## src/hw/rtl/assert_macros.svh

```systemverilog
// Assertion macros shared by the RTL.
// Each macro is compiled out when NO_ASSERTIONS is set.
`ifndef ASSERT_MACROS_SVH
`define ASSERT_MACROS_SVH

`ifndef NO_ASSERTIONS

// property holds at every clock edge outside reset
`define ASSERT_CLK(lbl, clk, rst_n, prop) \
	lbl: assert property (@(posedge clk) disable iff (!rst_n) (prop)) \
		else $error("assertion failed");

// antecedent implies consequent in the same cycle
`define ASSERT_IMP(lbl, clk, rst_n, ante, cons) \
	lbl: assert property (@(posedge clk) disable iff (!rst_n) (ante) |-> (cons)) \
		else $error("assertion failed");

// antecedent implies consequent in the next cycle
`define ASSERT_NEXT(lbl, clk, rst_n, ante, cons) \
	lbl: assert property (@(posedge clk) disable iff (!rst_n) (ante) |=> (cons)) \
		else $error("assertion failed");

`else

`define ASSERT_CLK(lbl, clk, rst_n, prop)
`define ASSERT_IMP(lbl, clk, rst_n, ante, cons)
`define ASSERT_NEXT(lbl, clk, rst_n, ante, cons)

`endif

`endif

```

## src/hw/rtl/lbc_pkg.sv

```systemverilog
package lbc_pkg;

	// table geometry
	localparam int ENTRIES       = 16;
	localparam int PAYLOAD_WIDTH = 64;
	localparam int IDX_W         = $clog2(ENTRIES);
	localparam int CNT_W         = $clog2(ENTRIES + 1);

	// command codes
	typedef enum logic [2:0] {
		CMD_LOOKUP      = 3'd0,
		CMD_PUT         = 3'd1,
		CMD_DIRTY_FIRST = 3'd2,
		CMD_DIRTY_NEXT  = 3'd3,
		CMD_EVICT       = 3'd4
	} cmd_t;

	// request transaction
	typedef struct packed {
		logic [2:0]  cmd;
		logic [31:0] node_in;
		logic [63:0] data_in;
		logic        mark_dirty;
	} req_t;

	// response transaction
	typedef struct packed {
		logic        ok;
		logic [31:0] node_out;
		logic [63:0] data_out;
		logic        dirty_out;
		logic [4:0]  occupancy;
	} rsp_t;

	// one stored entry (valid and dirty live in flops)
	typedef struct packed {
		logic [31:0]              node;
		logic [PAYLOAD_WIDTH-1:0] payload;
		logic [31:0]              use_stamp;
		logic [31:0]              order_stamp;
	} entry_t;

	// control from sequencer to scan unit
	typedef struct packed {
		logic       start;
		logic       cmp_vld;
		logic       load_min;
		logic [2:0] op;
	} scan_ctl_t;

	// scan outcome
	typedef struct packed {
		logic             found;
		logic [IDX_W-1:0] idx;
		logic             dirty;
		logic             free_found;
		logic [IDX_W-1:0] free_idx;
		entry_t           word;
	} scan_res_t;

endpackage

```

## src/hw/rtl/lru_block_cache_table_unit.sv

```systemverilog
// Fully associative write-back block cache of ENTRIES entries keyed by node.
// Request channel (req_valid/req_ready/req) carries a command, node, payload
// and dirty mark; response channel (rsp_valid/rsp_ready/rsp) returns exactly
// one transaction per request: ok, node, payload, dirty mark, occupancy.
// Commands: lookup, put, dirty first, dirty next, evict least recently used.
// One request is handled at a time. A sequencer sweeps the entry RAM one
// entry per cycle through a single shared compare/age-subtract unit for
// lookup, put, dirty first and evict; dirty next first reads the cursor entry
// and loads its age, then sweeps. Unused codes, and dirty next with no
// cursor, skip the sweep and go straight to the decide state. The next
// request can be accepted once the response is registered.
// Reset clears all valid and dirty marks, both stamp counters, the dirty
// cursor and the occupancy count; entry RAM contents need no clearing.
// A response waiting on rsp_ready is held in the output register; a finished
// request waits for that register before it updates the table.
module lru_block_cache_table_unit import lbc_pkg::*; (
	input  logic clk,
	input  logic arst_n,
	input  logic req_valid,
	output logic req_ready,
	input  req_t req,
	output logic rsp_valid,
	input  logic rsp_ready,
	output rsp_t rsp
);

	`include "assert_macros.svh"

	typedef enum logic [4:0] {
		ST_IDLE    = 5'b00001,
		ST_CUR_RD  = 5'b00010,
		ST_CUR_AGE = 5'b00100,
		ST_SCAN    = 5'b01000,
		ST_DECIDE  = 5'b10000
	} state_t;

	state_t state_q;

	// captured request
	logic [2:0]               cmd_q;
	logic [31:0]              node_q;
	logic [PAYLOAD_WIDTH-1:0] data_q;
	logic                     mark_q;

	// table control state
	logic [ENTRIES-1:0] valid_q;
	logic [ENTRIES-1:0] dirty_q;
	logic [31:0]        use_cnt_q;
	logic [31:0]        ord_cnt_q;
	logic [IDX_W-1:0]   cursor_q;
	logic               cursor_valid_q;
	logic [CNT_W-1:0]   count_q;

	// sweep counter and compare stage
	logic [IDX_W:0]   scan_q;
	logic             cmp_vld_s1;
	logic [IDX_W-1:0] cmp_idx_s1;

	// output register
	logic rsp_valid_q;
	rsp_t rsp_q;

	logic             accept;
	logic             commit;
	logic [IDX_W-1:0] rd_addr;
	entry_t           rd_word;
	logic             wr_en;
	logic [IDX_W-1:0] wr_addr;
	entry_t           wr_word;
	scan_ctl_t        ctl;
	scan_res_t        res;
	rsp_t             rsp_d;
	logic             put_hit;
	logic             scan_last;

	assign req_ready = (state_q == ST_IDLE);
	assign accept    = req_valid && req_ready;
	assign commit    = (state_q == ST_DECIDE) && (!rsp_valid_q || rsp_ready);
	assign scan_last = (scan_q == (IDX_W + 1)'(ENTRIES));

	// sequencer
	always_ff @(posedge clk or negedge arst_n) begin
		if (!arst_n) begin
			state_q    <= ST_IDLE;
			scan_q     <= '0;
			cmp_vld_s1 <= 1'b0;
		end else begin
			cmp_vld_s1 <= (state_q == ST_SCAN) && !scan_last;
			case (state_q)
				ST_IDLE: begin
					scan_q <= '0;
					if (accept) begin
						case (req.cmd)
							CMD_DIRTY_NEXT: begin
								state_q <= cursor_valid_q ? ST_CUR_RD : ST_DECIDE;
							end
							CMD_LOOKUP, CMD_PUT, CMD_DIRTY_FIRST, CMD_EVICT: begin
								state_q <= ST_SCAN;
							end
							default: begin
								state_q <= ST_DECIDE;
							end
						endcase
					end
				end
				ST_CUR_RD: begin
					state_q <= ST_CUR_AGE;
				end
				ST_CUR_AGE: begin
					state_q <= ST_SCAN;
				end
				ST_SCAN: begin
					scan_q <= scan_q + 1'b1;
					if (scan_last) begin
						state_q <= ST_DECIDE;
					end
				end
				ST_DECIDE: begin
					if (commit) begin
						state_q <= ST_IDLE;
					end
				end
				default: begin
					state_q <= ST_IDLE;
				end
			endcase
		end
	end

	// request capture and compare-stage index
	always_ff @(posedge clk) begin
		if (accept) begin
			cmd_q  <= req.cmd;
			node_q <= req.node_in;
			data_q <= req.data_in[PAYLOAD_WIDTH-1:0];
			mark_q <= req.mark_dirty;
		end
		cmp_idx_s1 <= scan_q[IDX_W-1:0];
	end

	// RAM read address
	assign rd_addr = (state_q == ST_CUR_RD) ? cursor_q : scan_q[IDX_W-1:0];

	lbc_ram #(
		.WIDTH ($bits(entry_t)),
		.DEPTH (ENTRIES)
	) u_ram (
		.clk     (clk),
		.wr_en   (wr_en),
		.wr_addr (wr_addr),
		.wr_data (wr_word),
		.rd_addr (rd_addr),
		.rd_data (rd_word)
	);

	// scan unit control
	assign ctl.start    = accept;
	assign ctl.cmp_vld  = cmp_vld_s1;
	assign ctl.load_min = (state_q == ST_CUR_AGE);
	assign ctl.op       = cmd_q;

	lbc_scan u_scan (
		.clk       (clk),
		.arst_n    (arst_n),
		.ctl       (ctl),
		.idx       (cmp_idx_s1),
		.word      (rd_word),
		.ent_valid (valid_q[cmp_idx_s1]),
		.ent_dirty (dirty_q[cmp_idx_s1]),
		.key       (node_q),
		.use_cnt   (use_cnt_q),
		.ord_cnt   (ord_cnt_q),
		.res       (res)
	);

	assign put_hit = res.found || res.free_found;

	// response, occupancy and entry write for the finished request
	always_comb begin
		logic             wr_req;
		logic [CNT_W-1:0] next_count;
		wr_req          = 1'b0;
		wr_addr         = res.idx;
		wr_word         = res.word;
		rsp_d.ok        = 1'b0;
		rsp_d.node_out  = '0;
		rsp_d.data_out  = '0;
		rsp_d.dirty_out = 1'b0;
		case (cmd_q)
			CMD_LOOKUP: begin
				if (res.found) begin
					wr_req              = 1'b1;
					wr_word.use_stamp   = use_cnt_q;
					wr_word.order_stamp = ord_cnt_q;
					rsp_d.ok            = 1'b1;
					rsp_d.node_out      = res.word.node;
					rsp_d.data_out      = 64'(res.word.payload);
				end
			end
			CMD_PUT: begin
				wr_req            = put_hit;
				wr_addr           = res.found ? res.idx : res.free_idx;
				wr_word.node      = node_q;
				wr_word.payload   = data_q;
				wr_word.use_stamp = use_cnt_q;
				if (!res.found) begin
					wr_word.order_stamp = ord_cnt_q;
				end
				rsp_d.ok = put_hit;
			end
			CMD_DIRTY_FIRST, CMD_DIRTY_NEXT: begin
				if (res.found) begin
					rsp_d.ok       = 1'b1;
					rsp_d.node_out = res.word.node;
					rsp_d.data_out = 64'(res.word.payload);
				end
			end
			CMD_EVICT: begin
				if (res.found) begin
					rsp_d.ok        = 1'b1;
					rsp_d.node_out  = res.word.node;
					rsp_d.data_out  = 64'(res.word.payload);
					rsp_d.dirty_out = res.dirty;
				end
			end
			default: begin
				wr_req = 1'b0;
			end
		endcase
		wr_en = commit && wr_req;

		// occupancy after the update
		next_count = count_q;
		if ((cmd_q == CMD_PUT) && !res.found && res.free_found) begin
			next_count = count_q + 1'b1;
		end else if ((cmd_q == CMD_EVICT) && res.found) begin
			next_count = count_q - 1'b1;
		end
		rsp_d.occupancy = 5'(next_count);
	end

	// table control state update
	always_ff @(posedge clk or negedge arst_n) begin
		if (!arst_n) begin
			valid_q        <= '0;
			dirty_q        <= '0;
			use_cnt_q      <= '0;
			ord_cnt_q      <= '0;
			cursor_q       <= '0;
			cursor_valid_q <= 1'b0;
			count_q        <= '0;
		end else if (commit) begin
			count_q <= CNT_W'(rsp_d.occupancy);
			case (cmd_q)
				CMD_LOOKUP: begin
					if (res.found) begin
						use_cnt_q <= use_cnt_q + 1'b1;
						ord_cnt_q <= ord_cnt_q + 1'b1;
					end
				end
				CMD_PUT: begin
					cursor_valid_q <= 1'b0;
					if (res.found) begin
						dirty_q[res.idx] <= res.dirty | mark_q;
						use_cnt_q        <= use_cnt_q + 1'b1;
					end else if (res.free_found) begin
						valid_q[res.free_idx] <= 1'b1;
						dirty_q[res.free_idx] <= mark_q;
						use_cnt_q             <= use_cnt_q + 1'b1;
						ord_cnt_q             <= ord_cnt_q + 1'b1;
					end
				end
				CMD_DIRTY_FIRST, CMD_DIRTY_NEXT: begin
					cursor_valid_q <= res.found;
					if (res.found) begin
						cursor_q <= res.idx;
					end
				end
				CMD_EVICT: begin
					if (res.found) begin
						valid_q[res.idx] <= 1'b0;
						dirty_q[res.idx] <= 1'b0;
						if (cursor_valid_q && (cursor_q == res.idx)) begin
							cursor_valid_q <= 1'b0;
						end
					end
				end
				default: begin
					cursor_valid_q <= cursor_valid_q;
				end
			endcase
		end
	end

	// output register
	always_ff @(posedge clk or negedge arst_n) begin
		if (!arst_n) begin
			rsp_valid_q <= 1'b0;
		end else if (commit) begin
			rsp_valid_q <= 1'b1;
		end else if (rsp_ready) begin
			rsp_valid_q <= 1'b0;
		end
	end

	always_ff @(posedge clk) begin
		if (commit) begin
			rsp_q <= rsp_d;
		end
	end

	assign rsp_valid = rsp_valid_q;
	assign rsp       = rsp_q;

	// occupancy count tracks the valid marks
	`ASSERT_CLK(a_count_matches_valid, clk, arst_n, CNT_W'($countones(valid_q)) == count_q)
	// the dirty cursor always points at a valid dirty entry
	`ASSERT_IMP(a_cursor_on_dirty, clk, arst_n, cursor_valid_q, valid_q[cursor_q] && dirty_q[cursor_q])
	// an accepted transaction leaves the idle state
	`ASSERT_NEXT(a_accept_leaves_idle, clk, arst_n, accept, state_q != ST_IDLE)
	// the table is only updated when the output register can take the response
	`ASSERT_IMP(a_commit_slot_free, clk, arst_n, wr_en, !rsp_valid_q || rsp_ready)

endmodule

```

## src/hw/rtl/lbc_ram.sv

```systemverilog
module lbc_ram #(
	parameter int WIDTH = 8,
	parameter int DEPTH = 16
) (
	input  logic                     clk,
	input  logic                     wr_en,
	input  logic [$clog2(DEPTH)-1:0] wr_addr,
	input  logic [WIDTH-1:0]         wr_data,
	input  logic [$clog2(DEPTH)-1:0] rd_addr,
	output logic [WIDTH-1:0]         rd_data
);

	logic [WIDTH-1:0] mem_q [DEPTH];

	// one write port, one registered read port
	always_ff @(posedge clk) begin
		if (wr_en) begin
			mem_q[wr_addr] <= wr_data;
		end
		rd_data <= mem_q[rd_addr];
	end

endmodule

```

## src/hw/rtl/lbc_scan.sv

```systemverilog
module lbc_scan import lbc_pkg::*; (
	input  logic             clk,
	input  logic             arst_n,
	input  scan_ctl_t        ctl,
	input  logic [IDX_W-1:0] idx,
	input  entry_t           word,
	input  logic             ent_valid,
	input  logic             ent_dirty,
	input  logic [31:0]      key,
	input  logic [31:0]      use_cnt,
	input  logic [31:0]      ord_cnt,
	output scan_res_t        res
);

	logic             found_q;
	logic [IDX_W-1:0] best_idx_q;
	logic [31:0]      best_age_q;
	logic             best_dirty_q;
	entry_t           best_word_q;
	logic             free_found_q;
	logic [IDX_W-1:0] free_idx_q;
	logic [31:0]      min_age_q;

	logic [31:0] age;
	logic        take;

	// shared age subtractor: use age for eviction, order age otherwise
	always_comb begin
		if (ctl.op == CMD_EVICT) begin
			age = use_cnt - word.use_stamp;
		end else begin
			age = ord_cnt - word.order_stamp;
		end
	end

	// candidate test for the entry on the compare stage
	always_comb begin
		case (ctl.op)
			CMD_LOOKUP, CMD_PUT: begin
				take = ent_valid && (word.node == key) && !found_q;
			end
			CMD_DIRTY_FIRST: begin
				take = ent_valid && ent_dirty && (!found_q || (age < best_age_q));
			end
			CMD_DIRTY_NEXT: begin
				take = ent_valid && ent_dirty && (age > min_age_q)
					&& (!found_q || (age < best_age_q));
			end
			CMD_EVICT: begin
				take = ent_valid && (!found_q || (age > best_age_q));
			end
			default: begin
				take = 1'b0;
			end
		endcase
		take = take && ctl.cmp_vld;
	end

	// flags of the running search
	always_ff @(posedge clk or negedge arst_n) begin
		if (!arst_n) begin
			found_q      <= 1'b0;
			free_found_q <= 1'b0;
		end else if (ctl.start) begin
			found_q      <= 1'b0;
			free_found_q <= 1'b0;
		end else begin
			if (take) begin
				found_q <= 1'b1;
			end
			if (ctl.cmp_vld && !ent_valid) begin
				free_found_q <= 1'b1;
			end
		end
	end

	// best candidate, lowest free slot and cursor age
	always_ff @(posedge clk) begin
		if (take) begin
			best_idx_q   <= idx;
			best_age_q   <= age;
			best_dirty_q <= ent_dirty;
			best_word_q  <= word;
		end
		if (ctl.cmp_vld && !ent_valid && !free_found_q) begin
			free_idx_q <= idx;
		end
		if (ctl.load_min) begin
			min_age_q <= age;
		end
	end

	assign res.found      = found_q;
	assign res.idx        = best_idx_q;
	assign res.dirty      = best_dirty_q;
	assign res.free_found = free_found_q;
	assign res.free_idx   = free_idx_q;
	assign res.word       = best_word_q;

endmodule

```

## config.mk

```make
export PLATFORM = sky130hd
export DESIGN_NAME = lru_block_cache_table_unit
export DESIGN_NICKNAME = d
export VERILOG_FILES = /design/src/hw/rtl/lbc_pkg.sv /design/src/hw/rtl/lru_block_cache_table_unit.sv /design/src/hw/rtl/lbc_ram.sv /design/src/hw/rtl/lbc_scan.sv
export VERILOG_INCLUDE_DIRS = /design/src /design/src/hw/rtl
export SDC_FILE = /design/constraint.sdc
export NUM_CORES = 2
export LEC_CHECK = 0
export BUFFER_PORTS_ARGS = -buffer_cell sky130_fd_sc_hd__buf_4
export CORE_MARGIN = 2
export CORE_UTILIZATION = 65
export CTS_BUF_LIST = sky130_fd_sc_hd__clkbuf_2
export CTS_CLUSTER_DIAMETER = 150
export DETAILED_ROUTE_END_ITERATION = 12
export PLACE_DENSITY = 0.82
export SLEW_MARGIN = 15
export SYNTH_ARGS = -nofsm -noshare
export SYNTH_HDL_FRONTEND = slang
export SYNTH_SLANG_ARGS = --single-unit
```

## constraint.sdc

```tcl
create_clock -name clk -period 32.3 [get_ports clk]
set_input_delay 1.615 -clock clk [delete_from_list [all_inputs] [get_ports clk]]
set_output_delay 1.615 -clock clk [all_outputs]
set_load 0.02 [all_outputs]
```

==> impl_metrics.toml <==
[status]
run_status = "finished clean"

[timing]
drv_slew = 0
relSlewSlack_pct = 12.32
min_period_ns = 7.786
fmax_mhz = 128.4
skew_ns = 0.2446
rsz0062_at_grt = "no"
finalCritPeriodShare_pct = 24.10
setup_viol = 0
tns_ns = 0
hold_viol = 0
worst_pin_slew_ns = 1.315

[global_routing]
antenna_found_initial = 11
grt_util_met3_pct = 6.155
grt_first_pass_wirelength_mm = 457.6
grt_pass1_vias = 74810
grt_use_met2_pct = 48.22
use_met1_pct = 42.46
grt_max_degree = 165
grt.busiest_layer = "met2"
track_usage_pct = 30.38
grt.overflow.total = 0

[logic_synthesis]
syn_avg_cell_area_sq_um = 17.90
yosysUniqueCellTypes = 80
ys_seq_elements = 3280
ys.flop_type = "edfxtp_1"
syn_inst = 7185
synth.area.top_cells = "edfxtp_1, mux4_2, nand2_1, dfxtp_1, dfrtp_1"
synth_top_cell_area_share_pct = 69.97
synth_compound_area_share_pct = 2.984
synthSimpleGateAreaFrac_pct = 6.244
yosys_warnings = 0
syn_area_sq_um = 128600
syn-num-nets = 7423
synth_area_leader_cell = "edfxtp_1"
synth_edf_count = 2996
synth_top_family_by_area = "multiplexers"
async_flop_share_pct = 3.659
synthMuxAreaShare_pct = 11.50
ys_seq_area_share_pct = 74.86
synthXorXnorAreaFrac_pct = 1.083
yosys.area_share.adder_pct = 1.316

[detailed_routing]
drtIter0Drc = 10220
first_pass_iters = 7
drc = 0
vias = 72590
viasPerCell = 6.400
avgRoutedWirePerCell_um = 26.87
final_antenna_net_count = 0
drt_wl_total_mm = 304.7

[die]
row_count = 163
io_pins = 209
coreArea_sq_um = 197000
initial_core_util_pct = 65.27
die_area_sq_um = 201400
die_x_um = 448.8
fp.dieH_um = 448.8

[place]
gp_congestion = 0.8859
place_hpwl_mm = 155.2
port_buffers = 208

[clock_tree]
cts_resized = 0
cts_setup_buffers = 0
cts_tree = "yes"
cts_root_buffer = "clkbuf_2"
ctsHtreeMaxLevel = 6
clk_latency_ns = 2.05
ctsHoldBuffers = 103
cts.sinks = 3280
cts.path.max_buffers = 4
numCtsBuffers = 772
clk_pin_slew_ns = 0.12

[cells_and_area]
final_cell_mix = "edfxtp_1, clkbuf_2, nand2_1, mux4_2, buf_4"
final_common_cell = "edfxtp_1"
fin_util_pct = 71.56
fin_nets = 8282
area_growth_pct = 9.637
drive_gt1_share_pct = 26.61

[worst_setup_path]
end_kind = "register"
crit_fanout = 56
critPathMaxStageDelay_ns = 0.85
worstPathArrival_ns = 9.26
cp.required_ns = 33.78
start_kind = "register"
critPathSlowestCell = "buf_4"
path_class = "reg -> reg"

[power]
power.leakage_nw = 50.95
comb_power_share_pct = 16.8
ir_drop_v = 0.00005215
power.switching_mw = 2.564
p_int_mw = 6.588
pwr-share-seq_pct = 53.9
power-per-cell-area_nw_per_um2 = 64.92
switching_share_pct = 28.02
pwr-share-clk_pct = 29.3

[min_path]
hold_path.class = "in -> reg"

[job]
drv_cap = 0
worst max-delay path: cells and delay by family, from the launching register on:
family | cells | cell delay (ns)
compound gates | 15 | 3.15
xor+xnor | 1 | 0.13
fa+ha+maj | 3 | 0.88
buf+inv | 4 | 1.84
flops | 1 | 0.43
mux | 1 | 0.32
simple gates | 1 | 0.49
power groups by stage:
stage / registers (mW) / clock network, mW / logic [mW]
after floorplan: 5.02 / 0 / 1.23
after global placement: 5.02 / 0 / 1.49
after detailed placement: 5.02 / 0 / 1.52
after CTS: 4.93 / 2.71 / 1.54
after global routing: 4.94 / 2.94 / 1.67
final: 4.93 / 2.69 / 1.54
cells in the mapped netlist, types with 109 or more instances:
master / instances
nand2_1: 1138
and3_1: 175
nor2_1: 141
a21oi_1: 109
dfxtp_1: 164
a31oi_1: 170
mux4_2: 618
edfxtp_1: 2996
clkbuf_1: 190
ha_1: 132
dfrtp_1: 119
inv_1: 156
o21ai_0: 149
kinds of logic after synthesis:
group | Yosys count
flops | 3280
fa+ha+maj | 134
xor+xnor | 159
mux | 696
buf+inv | 500
compound gates | 612
simple gates | 1804
final cells by class:
cell class                      instances  area [sq um]
Antenna cell                           11         27.53
Clock buffer                         1172          5866
Clock inverter                        250          1269
Fill cell                           11670         56040
Inverter                              157         599.3
Multi-Input combinational cell       3405         30010
Sequential cell                      3280         96250
Tap cell                             2640          3303
Timing Repair Buffer                  428          3646
metal layers:
| layer | vias up | wire, um | share of wire, % |
|---|---|---|---|
| met1 | 36540 | 111500 | 37 |
| li1 | 30220 | - | - |
| met2 | 5119 | 148500 | 49 |
| met5 | - | 38 | 0.012 |
| met3 | 700 | 35070 | 12 |
| met4 | 6 | 9645 | 3.2 |
sequential cells by signal, indices dropped and copies added, names as in the netlist, 5 cells and up:
register	count
ord_cnt_q	32
scan_q	5
u_scan.best_age_q	32
u_ram.rd_data	160
u_scan.min_age_q	32
valid_q	16
u_ram.mem_q	2560
use_cnt_q	32
u_scan.res	160
data_q	64
count_q	5
node_q	32
state_q	5
rsp	103
dirty_q	16
final timing paths:
kind	start	cells past startpoint	slack (ns)	end
setup / recovery	use_cnt_q[0]	25	24.51	u_scan.res[20]
hold / removal	req[65]	2	0.28	node_q[0]
setup reg to reg	use_cnt_q[0]	25	24.51	u_scan.res[20]
hold reg to reg	u_ram.rd_data[78]	0	0.35	u_scan.res[78]
max in group asynchronous	arst_n	3	30.48	ord_cnt_q[15]
min in group asynchronous	arst_n	2	0.36	state_q[4]
metrics by stage:
stage | hold slack (ns) | setup slack, ns | cell area, sq um | instances | total power, mW
finish | 0.2789 | 24.51 | 141000 | 11340 | 9.152
CTS | 0.09243 | 24.61 | 140900 | 11330 | 9.184
detailed placement | 0.3887 | 24.74 | 132800 | 9807 | 6.547
floorplan | 0.3855 | 4.652 | 128600 | 7185 | 6.250
global placement | 0.3864 | 24.72 | 132800 | 9807 | 6.504
global route | 0.1501 | 24.16 | 141000 | 11340 | 9.551
No activity file was read; power rests on OpenSTA's default activity.
